`src/rtl/tash_pkg.sv`:
```
// Shared types and codes for the two-axis stall homing sequencer.
package tash_pkg;

  localparam int unsigned CfgIndexW = 3;
  localparam int unsigned CfgDataW  = 16;

  // Configuration register indexes.
  localparam logic [CfgIndexW-1:0] CFG_DRIVE_DUTY        = 3'd0;
  localparam logic [CfgIndexW-1:0] CFG_YAW_HOME_DIR      = 3'd1;
  localparam logic [CfgIndexW-1:0] CFG_PITCH_HOME_DIR    = 3'd2;
  localparam logic [CfgIndexW-1:0] CFG_STALL_WINDOW      = 3'd3;
  localparam logic [CfgIndexW-1:0] CFG_MOVE_THRESHOLD    = 3'd4;
  localparam logic [CfgIndexW-1:0] CFG_MAX_DRIVE_SAMPLES = 3'd5;
  localparam logic [CfgIndexW-1:0] CFG_SETTLE_COUNT      = 3'd6;

  // Reported status codes.
  localparam logic [2:0] ST_IDLE    = 3'd0;
  localparam logic [2:0] ST_BUSY    = 3'd1;
  localparam logic [2:0] ST_DONE    = 3'd2;
  localparam logic [2:0] ST_TIMEOUT = 3'd3;
  localparam logic [2:0] ST_RANGE   = 3'd4;
  localparam logic [2:0] ST_ABORT   = 3'd5;

  localparam logic ACT_START  = 1'b0;
  localparam logic ACT_SAMPLE = 1'b1;

  localparam logic SEL_YAW   = 1'b0;
  localparam logic SEL_PITCH = 1'b1;

  typedef enum logic [2:0] {
    PH_IDLE   = 3'd0,
    PH_PRIME  = 3'd1,
    PH_DRIVE  = 3'd2,
    PH_SETTLE = 3'd3,
    PH_FINAL  = 3'd4,
    PH_ENDED  = 3'd5
  } phase_t;

  typedef struct packed {
    logic               action;
    logic signed [15:0] yaw_count;
    logic signed [15:0] pitch_count;
    logic               run_enable;
  } in_item_t;

  typedef struct packed {
    logic               yaw_enable;
    logic               yaw_dir;
    logic               pitch_enable;
    logic               pitch_dir;
    logic [15:0]        duty_out;
    logic [2:0]         status;
    logic signed [15:0] yaw_home;
    logic [15:0]        yaw_span;
    logic signed [15:0] pitch_home;
    logic [15:0]        pitch_span;
  } out_item_t;

  typedef struct packed {
    logic [15:0] drive_duty;
    logic        yaw_home_dir;
    logic        pitch_home_dir;
    logic [15:0] stall_window;
    logic [15:0] move_threshold;
    logic [15:0] max_drive_samples;
    logic [15:0] settle_count;
  } cfg_t;

  typedef struct packed {
    phase_t             phase;
    logic               axis_sel;
    logic               toward_home;
    logic signed [15:0] last_moving;
    logic [15:0]        stagnant_run;
    logic [15:0]        drive_index;
    logic [15:0]        settle_index;
    logic signed [15:0] far_stop;
    logic signed [15:0] near_stop;
    logic               stop_found;
    logic [2:0]         end_status;
    logic signed [15:0] yaw_home;
    logic [15:0]        yaw_span;
    logic signed [15:0] pitch_home;
    logic [15:0]        pitch_span;
  } state_t;

endpackage

```
`src/rtl/tash_step.sv`:
```
// Next-state and result logic for one sequencer step.
module tash_step import tash_pkg::*; (
  input  state_t    state,
  input  cfg_t      cfg,
  input  in_item_t  item,
  output state_t    state_next,
  output out_item_t result
);

  logic               run;
  logic signed [15:0] count;
  logic signed [16:0] diff;
  logic [16:0]        mag;
  logic [15:0]        stag_upd;
  logic [15:0]        index_inc;
  logic               begin_settle;
  logic               end_settle;
  logic signed [16:0] span_diff;
  logic [16:0]        span_abs;
  logic [15:0]        span;
  logic               home_dir;
  logic               drive_dir;

  assign run   = item.run_enable;
  assign count = (state.axis_sel == SEL_YAW) ? item.yaw_count : item.pitch_count;
  assign diff  = {count[15], count} - {state.last_moving[15], state.last_moving};
  assign mag   = diff[16] ? 17'(-diff) : 17'(diff);

  always_comb begin
    if (mag >= {1'b0, cfg.move_threshold}) begin
      stag_upd = '0;
    end else if (state.stagnant_run != 16'hFFFF) begin
      stag_upd = state.stagnant_run + 16'd1;
    end else begin
      stag_upd = state.stagnant_run;
    end
  end

  // Drive and settle indexes never pass their limits, so 16 bits suffice.
  assign index_inc = state.drive_index + 16'd1;

  always_comb begin
    state_next   = state;
    begin_settle = 1'b0;
    end_settle   = 1'b0;
    span_diff    = '0;
    span_abs     = '0;
    span         = '0;

    if (item.action == ACT_START) begin
      state_next.axis_sel     = SEL_YAW;
      state_next.toward_home  = 1'b0;
      state_next.last_moving  = '0;
      state_next.far_stop     = '0;
      state_next.near_stop    = '0;
      state_next.stagnant_run = '0;
      state_next.drive_index  = '0;
      state_next.settle_index = '0;
      state_next.stop_found   = 1'b0;
      state_next.end_status   = ST_BUSY;
      state_next.yaw_home     = '0;
      state_next.yaw_span     = '0;
      state_next.pitch_home   = '0;
      state_next.pitch_span   = '0;
      state_next.phase        = PH_PRIME;
    end else begin
      unique case (state.phase)
        PH_PRIME: begin
          state_next.last_moving  = count;
          state_next.stagnant_run = '0;
          state_next.drive_index  = '0;
          if ((cfg.max_drive_samples != 16'd0) && run) begin
            state_next.phase = PH_DRIVE;
          end else begin
            state_next.stop_found = 1'b0;
            begin_settle          = 1'b1;
          end
        end
        PH_DRIVE: begin
          if (mag >= {1'b0, cfg.move_threshold}) begin
            state_next.last_moving = count;
          end
          state_next.stagnant_run = stag_upd;
          if ((state.drive_index >= cfg.stall_window) && (stag_upd >= cfg.stall_window)) begin
            if (!state.toward_home) begin
              state_next.far_stop = count;
            end else begin
              state_next.near_stop = count;
            end
            state_next.stop_found = 1'b1;
            begin_settle          = 1'b1;
          end else begin
            state_next.drive_index = index_inc;
            if (!((index_inc < cfg.max_drive_samples) && run)) begin
              state_next.stop_found = 1'b0;
              begin_settle          = 1'b1;
            end
          end
        end
        PH_SETTLE: begin
          state_next.settle_index = state.settle_index + 16'd1;
          if (!((state_next.settle_index < cfg.settle_count) && run)) begin
            end_settle = 1'b1;
          end
        end
        PH_FINAL: begin
          state_next.phase      = PH_ENDED;
          state_next.end_status = ST_DONE;
        end
        default: begin
        end
      endcase
    end

    if (begin_settle) begin
      state_next.settle_index = '0;
      if ((cfg.settle_count != 16'd0) && run) begin
        state_next.phase = PH_SETTLE;
      end else begin
        end_settle = 1'b1;
      end
    end

    // End of a settle period: move on to the next stop, the next axis or the end.
    if (end_settle) begin
      span_diff = {state_next.far_stop[15], state_next.far_stop}
                - {state_next.near_stop[15], state_next.near_stop};
      span_abs  = span_diff[16] ? 17'(-span_diff) : 17'(span_diff);
      span      = span_abs[15:0];
      if (!state_next.stop_found) begin
        state_next.phase      = PH_ENDED;
        state_next.end_status = run ? ST_TIMEOUT : ST_ABORT;
      end else if (!state.toward_home) begin
        state_next.toward_home = 1'b1;
        state_next.phase       = PH_PRIME;
      end else if (span == 16'd0) begin
        state_next.phase      = PH_ENDED;
        state_next.end_status = ST_RANGE;
      end else if (state.axis_sel == SEL_YAW) begin
        state_next.yaw_home    = state_next.near_stop;
        state_next.yaw_span    = span;
        state_next.axis_sel    = SEL_PITCH;
        state_next.toward_home = 1'b0;
        state_next.phase       = PH_PRIME;
      end else begin
        state_next.pitch_home = state_next.near_stop;
        state_next.pitch_span = span;
        state_next.phase      = PH_FINAL;
      end
    end
  end

  assign home_dir  = (state_next.axis_sel == SEL_YAW) ? cfg.yaw_home_dir : cfg.pitch_home_dir;
  assign drive_dir = state_next.toward_home ? home_dir : ~home_dir;

  always_comb begin
    result              = '0;
    if (state_next.phase == PH_DRIVE) begin
      if (state_next.axis_sel == SEL_YAW) begin
        result.yaw_enable = 1'b1;
        result.yaw_dir    = drive_dir;
      end else begin
        result.pitch_enable = 1'b1;
        result.pitch_dir    = drive_dir;
      end
      result.duty_out = cfg.drive_duty;
    end
    if (state_next.phase == PH_IDLE) begin
      result.status = ST_IDLE;
    end else if (state_next.phase == PH_ENDED) begin
      result.status = state_next.end_status;
    end else begin
      result.status = ST_BUSY;
    end
    result.yaw_home   = state_next.yaw_home;
    result.yaw_span   = state_next.yaw_span;
    result.pitch_home = state_next.pitch_home;
    result.pitch_span = state_next.pitch_span;
  end

endmodule

```
`src/rtl/two_axis_stall_homing.sv`:
```
// Top level of the two-axis stall homing sequencer.
//
//  channel  direction  payload      handshake
//  in       input      in_item_t    in_valid / in_stall
//  out      output     out_item_t   out_valid / out_stall
//  cfg      input      16-bit data  cfg_write, cfg_index
//
// Each transaction is registered at the input, stepped through the sequencer
// logic and registered at the output. A new transaction can be taken every
// cycle while in_stall is low; the sequencer state is the only loop. in_stall
// rises only when both the input and output registers are full and out_stall
// is high. Reset is synchronous and restores the register defaults and the
// idle state.
module two_axis_stall_homing import tash_pkg::*; (
  input  logic                 clk,
  input  logic                 rst,
  input  logic                 in_valid,
  output logic                 in_stall,
  input  in_item_t             in_data,
  output logic                 out_valid,
  input  logic                 out_stall,
  output out_item_t            out_data,
  input  logic                 cfg_write,
  input  logic [CfgIndexW-1:0] cfg_index,
  input  logic [CfgDataW-1:0]  cfg_data
);

  cfg_t      cfg;
  state_t    state;
  state_t    state_next;
  in_item_t  in_reg;
  logic      in_full;
  out_item_t step_result;
  logic      advance;

  assign advance   = in_full && (!out_valid || !out_stall);
  assign in_stall  = in_full && !advance;

  tash_step u_step (
    .state      (state),
    .cfg        (cfg),
    .item       (in_reg),
    .state_next (state_next),
    .result     (step_result)
  );

  always_ff @(posedge clk) begin
    if (rst) begin
      cfg.drive_duty        <= 16'd200;
      cfg.yaw_home_dir      <= 1'b0;
      cfg.pitch_home_dir    <= 1'b0;
      cfg.stall_window      <= 16'd20;
      cfg.move_threshold    <= 16'd2;
      cfg.max_drive_samples <= 16'd2000;
      cfg.settle_count      <= 16'd10;
    end else if (cfg_write) begin
      unique case (cfg_index)
        CFG_DRIVE_DUTY:        cfg.drive_duty        <= cfg_data;
        CFG_YAW_HOME_DIR:      cfg.yaw_home_dir      <= cfg_data[0];
        CFG_PITCH_HOME_DIR:    cfg.pitch_home_dir    <= cfg_data[0];
        CFG_STALL_WINDOW:      cfg.stall_window      <= cfg_data;
        CFG_MOVE_THRESHOLD:    cfg.move_threshold    <= cfg_data;
        CFG_MAX_DRIVE_SAMPLES: cfg.max_drive_samples <= cfg_data;
        CFG_SETTLE_COUNT:      cfg.settle_count      <= cfg_data;
        default: begin
        end
      endcase
    end
  end

  always_ff @(posedge clk) begin
    if (rst) begin
      state <= '{phase: PH_IDLE, axis_sel: SEL_YAW, end_status: ST_IDLE, default: '0};
    end else if (advance) begin
      state <= state_next;
    end
  end

  always_ff @(posedge clk) begin
    if (rst) begin
      in_full <= 1'b0;
    end else if (in_valid && !in_stall) begin
      in_full <= 1'b1;
    end else if (advance) begin
      in_full <= 1'b0;
    end
  end

  always_ff @(posedge clk) begin
    if (in_valid && !in_stall) begin
      in_reg <= in_data;
    end
  end

  always_ff @(posedge clk) begin
    if (rst) begin
      out_valid <= 1'b0;
    end else if (advance) begin
      out_valid <= 1'b1;
    end else if (!out_stall) begin
      out_valid <= 1'b0;
    end
  end

  always_ff @(posedge clk) begin
    if (advance) begin
      out_data <= step_result;
    end
  end

endmodule
```
`config.mk`:
```
export PLATFORM = sky130hd
export DESIGN_NAME = two_axis_stall_homing
export DESIGN_NICKNAME = d
export VERILOG_FILES = /design/src/rtl/tash_pkg.sv /design/src/rtl/tash_step.sv /design/src/rtl/two_axis_stall_homing.sv
export SDC_FILE = /design/constraint.sdc
export NUM_CORES = 1
export LEC_CHECK = 0
export BUFFER_PORTS_ARGS = -buffer_cell sky130_fd_sc_hd__buf_4
export CAP_MARGIN = 20
export CORE_MARGIN = 10
export CORE_UTILIZATION = 25
export DETAILED_ROUTE_END_ITERATION = 16
export GPL_TIMING_DRIVEN = 0
export PLACE_DENSITY_LB_ADDON = 0.1
export SKIP_LAST_GASP = 1
export SLEW_MARGIN = 20
export SYNTH_ARGS = -nofsm -noshare
export SYNTH_HDL_FRONTEND = slang
export SYNTH_SLANG_ARGS = --single-unit
```
`constraint.sdc`:
```
create_clock -name clk -period 16.1 [get_ports clk]
set_clock_uncertainty 0.15 [all_clocks]
set_input_delay 2.415 -clock clk [delete_from_list [all_inputs] [get_ports clk]]
set_output_delay 2.415 -clock clk [all_outputs]
set_load 0.01 [all_outputs]
```
==> summary.md, run 1 <==
| Metric | Value |
|---|---|
| CP startpoint kind | register |
| N_diodes | 0 |
| Count leader, synth | nand2_1 |
| MaxCap Viol Count | 0 |
| Dpl cells | 3409 |
| Layout area overhead | 20.4% |
| Die area | 91700 sq um |
| Clock Tree Buf Depth | 3 |
| Worst Setup Path Type | reg -> reg |
| # DRC | 0 |
| Gr busiest metal | met2 |
| Vias/cell | between 4 and 5 |
| Die width | approximately 300 microns |
| Num rows | 103 |
| Max reg flops | ~170 |
| Number of global-route vias before repair | 16627 |
| Sink Count | 374 |
| Netlist cell types | 87 |
| Final setup viols | 0 |
| Ys flop type | dfxtp_1 |
| Largest net degree at the start of global routing | 42 |
| Clock Latency Late Sink | 0.60 ns |
| Pins Over Slew Limit | 0 |
| Post-synth net total | between 2000 and 2500 |
| Asr flop ratio synth | 0% |
| Global-route track usage on met1 | roughly a fifth |
| Grt ovf | 0 |
| Initial antenna violation count | 2 |
| Fin. Hold Viols | 0 |
| CP arrival | 15.05 ns |
| Yosys top cell by area | dfxtp_1 |
| Die Y | just over 300 microns |
| Post-Layout Cell Count | 3495 |
| Setup WS pre-CTS | a little over 0.5 ns |
| Outcome | finished clean |
| Unrepaired setup endpoints after global routing | false |
| TritonCTS Buffers | 46 |
| Post-CTS setup repair buffer count | 0 |
| Biggest regs | state (169), out_data (87), cfg (82) |
| Yosys reg bits | 374 |
| Initial core utilization | 25.3% |
| Total power | between 2 and 2.5 mW |
| Crit path required time | 16.21 ns |
| Final antenna-violating net count | 0 |
| I/O pins | 147 |
| Met2 GRT Util | between 20% and 30% |
| Placed wire-length estimate | 53900 microns |
| Slew HR | 32.9% |
| Crit-path max cell delay | 0.71 ns |
| Syn_area_per_cell | 9.05 sq um |
| Post-route setup TNS | 0 ns |
| Met3 usage | 2.25% |
| I/O Buffers | 146 |
| Drt total wl | 69900 microns |
| First-pass GRT wire length | between 100000 and 150000 microns |
| Layout cells sized above 1 | between 10 and 15% |
| Sequential-to-total area share from yosys stat | 43.5% |
| Vias | approximately 17000 |
| Yosys top cell area share | 25.3% |
| DRT Pass-1 Iters | 5 |
| Final min period | 14.93 ns |
| Worst-path clk slew | 0.06 ns |
| Hold Crit Class | reg -> reg |
| Iter 0 DRT Violations | 937 |
| Least-Margin Pin Slew | ~1 ns |
| Worst path slowest cell | clkdlybuf4s15_1 |
| Core Footprint | 79100 sq um |
| Reg with most FFs | state |
| Total track usage | 14.8% |
| NumNets Final | 2582 |
| Synth area leaders | dfxtp_1, edfxtp_1, ha_1 |
| VDD IR-drop max | 0.0644 mV |
| GP Congestion | 0.834 |
| Max Clock Freq | between 0.06 and 0.07 GHz |
| Power per Cell Area | 95.5 nW/um^2 |
| Fin crit share | between 90% and 100% |
| Synthesized area | 20000 sq um |
| CP Capture Type | register |
| Top cell by count, worst path | o21a_1 |
| Synth cell count leaders | nand2_1, dfxtp_1, a21oi_1 |
| TritonCTS clock tree | yes |
| Pleak | 9.26 nW |
| Number of synthesized flops with an enable pin | 121 |
| H-tree depth | 2 |
| Setup ws final | 1.17 ns |
| Yosys warning total | 0 |
| Cells after synthesis | 2210 |
| Root buf cell | clkbuf_16 |
| Worst-path fanout max | 10 |
| Routed len/inst | between 20 and 25 microns |
[placed cells by master, fill, tap and decap left out, types with 32 or more instances in the layout]
| cell | instances |
|---|---|
| nor2_1 | 163 |
| clkbuf_16 | 47 |
| o211ai_1 | 35 |
| o21ai_0 | 109 |
| clkbuf_1 | 87 |
| nand3_1 | 66 |
| edfxtp_1 | 121 |
| nor2b_1 | 32 |
| nand2_1 | 286 |
| xnor2_1 | 50 |
| xor2_1 | 33 |
| ha_1 | 115 |
| dfxtp_1 | 253 |
| a22o_1 | 52 |
| buf_4 | 151 |
| inv_1 | 116 |
| nand2b_1 | 37 |
| a21oi_1 | 200 |
[cell families (layout without fill, tap and decap cells)]
logic type,Yosys count,count (layout),share of synthesized area (%)
xor+xnor,85,85,3.80
fa+ha+maj,117,117,7.40
compound gates,591,591,20.0
buf+inv,224,459,4.46
flops,374,374,43.5
simple gates,778,778,18.7
mux,41,41,2.15
[area by class of cell]
type,instances,area [sq um]
buffer,106,460
clock buffer,63,1310
clock inverter,23,270
fill,8356,55100
inverter,118,443
multi-input combinational,1612,10400
sequential,374,8700
tap,1050,1310
timing repair buffer,149,1160
[power by group]
group          switching (mW)  leakage, nW  internal, mW
logic                   0.134         5.32        0.0713
clock network           0.438        0.779         0.651
registers             0.00878         3.16         0.995
total                   0.581         9.26          1.72
[stage by stage]
stage,area [sq um],util (%),hold WS (ns)
3_3_place_gp,22400,28.3,0.287
3_5_place_dp,22500,28.4,0.289
4_1_cts,24100,30.4,0.303
5_1_grt,24100,30.4,0.318
6_report,24100,30.4,0.303
2_1_floorplan,20000,-,0.275
[routing by layer]
| metal | wire, microns | vias to the layer above |
|---|---|---|
| li1 | - | 8316 |
| met1 | 32600 | 8245 |
| met2 | 32300 | 378 |
| met3 | 2930 | 102 |
| met4 | 2150 | 2 |
| met5 | 20 | - |
[path summary, 6_finish.rpt]
| kind | start | endpoint | slack [ns] | cells past startpoint |
|---|---|---|---|---|
| max reg2reg | state[165] | out_data[32] | 1.17 | 51 |
| min reg2reg | cfg[66] | cfg[66] | 0.30 | 2 |
| min | cfg[66] | cfg[66] | 0.30 | 2 |
| max | state[165] | out_data[32] | 1.17 | 51 |
[critical path: cells and delay by family (launching register included)]
family          cells  cell delay, ns
fa+ha+maj           4            1.45
flops               1            0.36
mux                 3            1.03
compound gates     22            5.09
buf+inv             8            2.95
simple gates       14            3.52
[repair_timing]
action | CTS | global route
resized for setup | 0 | 7
endpoints found under the setup margin | 0 | 115
hold buffers | 0 | 0
(Power assumes the default switching activity.)
==> run 2: changes to the inputs <==
--- a/config.mk
+++ b/config.mk
@@ -12,6 +12,7 @@
 export DETAILED_ROUTE_END_ITERATION = 16
 export GPL_TIMING_DRIVEN = 0
 export PLACE_DENSITY_LB_ADDON = 0.1
+export REMOVE_ABC_BUFFERS = 1
 export SKIP_LAST_GASP = 1
 export SLEW_MARGIN = 20
 export SYNTH_ARGS = -nofsm -noshare
==> run 2 against run 1 <==
Non-clock buffer count shrank 93. Register-to-register slack gained 0.51 ns. First-iteration DRC count shrank 4.1%. Critical path depth shrank 5. Global-route usage shrank 1.3 points. Design area shrank 0.34%. Clock power is essentially flat. Flip-flop and latch count is the same. Sequential power is essentially flat.
==> summary.md, run 2 (synthesized netlist as in run 1, its figures left out) <==
| Metric | Value |
|---|---|
| DRT Pass-1 Iters | 5 |
| Top cell by count, worst path | o21a_1 |
| Largest net degree at the start of global routing | 101 |
| Sequential share of power | 43.3% |
| Layout cells sized above 1 | a little over an eighth |
| Initial antenna violation count | 1 |
| NumNets Final | 2490 |
| P_int | 1.73 mW |
| Max Clock Freq | 0.0693 GHz |
| Vias/cell | 4.81 |
| MaxCap Viol Count | 0 |
| Pleak | 9.22 nW |
| Critical Path Source | state[165] |
| Iter 0 DRT Violations | 899 |
| Unrepaired setup endpoints after global routing | false |
| Post-place instance area | 22400 sq um |
| VDD IR-drop max | 0.0834 mV |
| Die Y | 303 microns |
| Crit path required time | 16.50 ns |
| Sw Ratio | 25.3% |
| Cts hold-fix bufs | 0 |
| Vias | 16386 |
| Placed wire-length estimate | 46100 microns |
| Post-CTS setup repair buffer count | 0 |
| Pins Over Slew Limit | 0 |
| Fin crit share | ~90% |
| Drt total wl | 63900 microns |
| Logic pwr share | 8.6% |
| H-tree depth | 2 |
| I/O pins | 147 |
| Root buf cell | clkbuf_16 |
| Sink Count | 374 |
| Hold Crit Class | reg -> reg |
| Worst R2R Setup Slack | 1.68 ns |
| Sw Pwr | ~0.59 mW |
| Least-Margin Pin Slew | approximately 1.1 ns |
| Commonest non-fill, non-tap cell in the layout | nand2_1 |
| Crit-path max cell delay | approximately 0.9 ns |
| Fin. Hold Viols | 0 |
| I/O Buffers | 146 |
| Total power | roughly 2.3 mW |
| Die width | 303 microns |
| Power per Cell Area | 96.7 nW/um^2 |
| First-pass GRT wire length | 98100 microns |
| CP Capture Type | register |
| Final min period | approximately 14 ns |
| Worst Setup Path Type | reg -> reg |
| Worst-path fanout max | 69 |
| TritonCTS clock tree | yes |
| Crit path to | state[21] |
| Hold WS | between 0.2 and 0.3 ns |
| Critical R2R Launch | state[165] |
| CP startpoint kind | register |
| CP Buf/Inv Count | 3 |
| CP arrival | 14.82 ns |
| Clock Tree Buf Depth | 3 |
| Initial core utilization | 25.3% |
| Final antenna-violating net count | 0 |
| Slew HR | 28.0% |
| Stages on worst setup path | 46 |
| Biggest regs | state (169), out_data (87), cfg (82) |
| Cell family with most CP delay | compound AO/OA/AOI/OAI gates |
| Crit Reg-Reg Endpoint | state[21] |
| Final setup viols | 0 |
| Reg with most FFs | state |
| Worst R2R Path Depth | 46 |
| Worst path slowest cell | o211a_2 |
| Post-Layout Cell Count | 3405 |
| Max reg flops | 169 |
| Clk pwr share | around half |
| Outcome | finished clean |
| Num rows | a little over 100 |
| Commonest non-fill, non-tap cells in the layout | nand2_1, dfxtp_1, a21oi_1 |
| TritonCTS Buffers | 47 |
| # DRC | 0 |
| GP Congestion | around 0.86 |
| Worst-path clk slew | 0.07 ns |
| Setup WS pre-CTS | 1.41 ns |
| Setup ws final | about 1.7 ns |
| Total track usage | 13.6% |
| Post_cts resized | 0 |
| Routed len/inst | between 15 and 20 microns |
| Dpl cells | around 3300 |
| Grt ovf | 0 |
| Number of global-route vias before repair | 16260 |
| Final instance area | 24000 sq um |
| Die area | approximately 92000 sq um |
| Clock Latency Late Sink | around 0.6 ns |
| Core Footprint | 79100 sq um |
| Layout area overhead | 20.0% |
run 2: changes by cell type in the layout (fill, tap and decap cells not counted), sizes merged:
cell and delta:
inv -1, diode +1, clkbuf -79, clkinvlp +1
clkdlybuf4s15 -1, buf -11
run 2: per-stage QoR:
| step | util (%) | TNS (ns) |
|---|---|---|
| 6_report | 30.3 | 0 |
| 5_1_grt | 30.3 | 0 |
| 4_1_cts | 30.3 | 0 |
| 3_5_place_dp | 28.3 | 0 |
| 3_3_place_gp | 27.7 | -7.59 |
| 2_1_floorplan | - | 0 |
run 2: tightest hold or removal path: stages (launching register included):
cell	delay, ns
dfxtp_1	0.30
nand2_1	0.05
a21oi_1	0.05
run 2: how the worst min path moves through the flow:
stage / from / depth (start not counted) / slack [ns] / to
global placement: state[52] / 1 / 0.29 / state[52]
finish: cfg[74] / 2 / 0.30 / cfg[74]
global route: state[59] / 1 / 0.32 / state[59]
floorplan: state[50] / 1 / 0.28 / state[50]
detailed placement: state[51] / 1 / 0.29 / state[51]
CTS: cfg[74] / 2 / 0.30 / cfg[74]
run 2: layer usage:
layer	GRT usage (%)	wire length [microns]	up-vias
met2	22.5	29300	299
met1	18.2	30600	7878
li1	-	-	8136
met4	3.45	1310	0
met3	2.13	2650	73
met5	0	0	-
run 2: power by group through the flow:
stage / Clock [mW] / Sequential (mW) / Combinational [mW]
3_3_place_gp: 0 / 1.03 / 0.186
2_1_floorplan: 0 / 1.03 / 0.0979
3_5_place_dp: 0 / 1.03 / 0.204
4_1_cts: 1.15 / 1.01 / 0.205
5_1_grt: 1.18 / 1.01 / 0.222
6_report: 1.11 / 1.01 / 0.200
run 2: area by class of cell:
class,instances,area (sq um)
well taps,1050,1310
repair buffers,162,1420
clock inverters,23,290
fillers,8363,55100
diodes,1,2.50
flip-flops and latches,374,8700
clock buffers,65,1340
multi-input cells,1612,10500
inverters,118,450
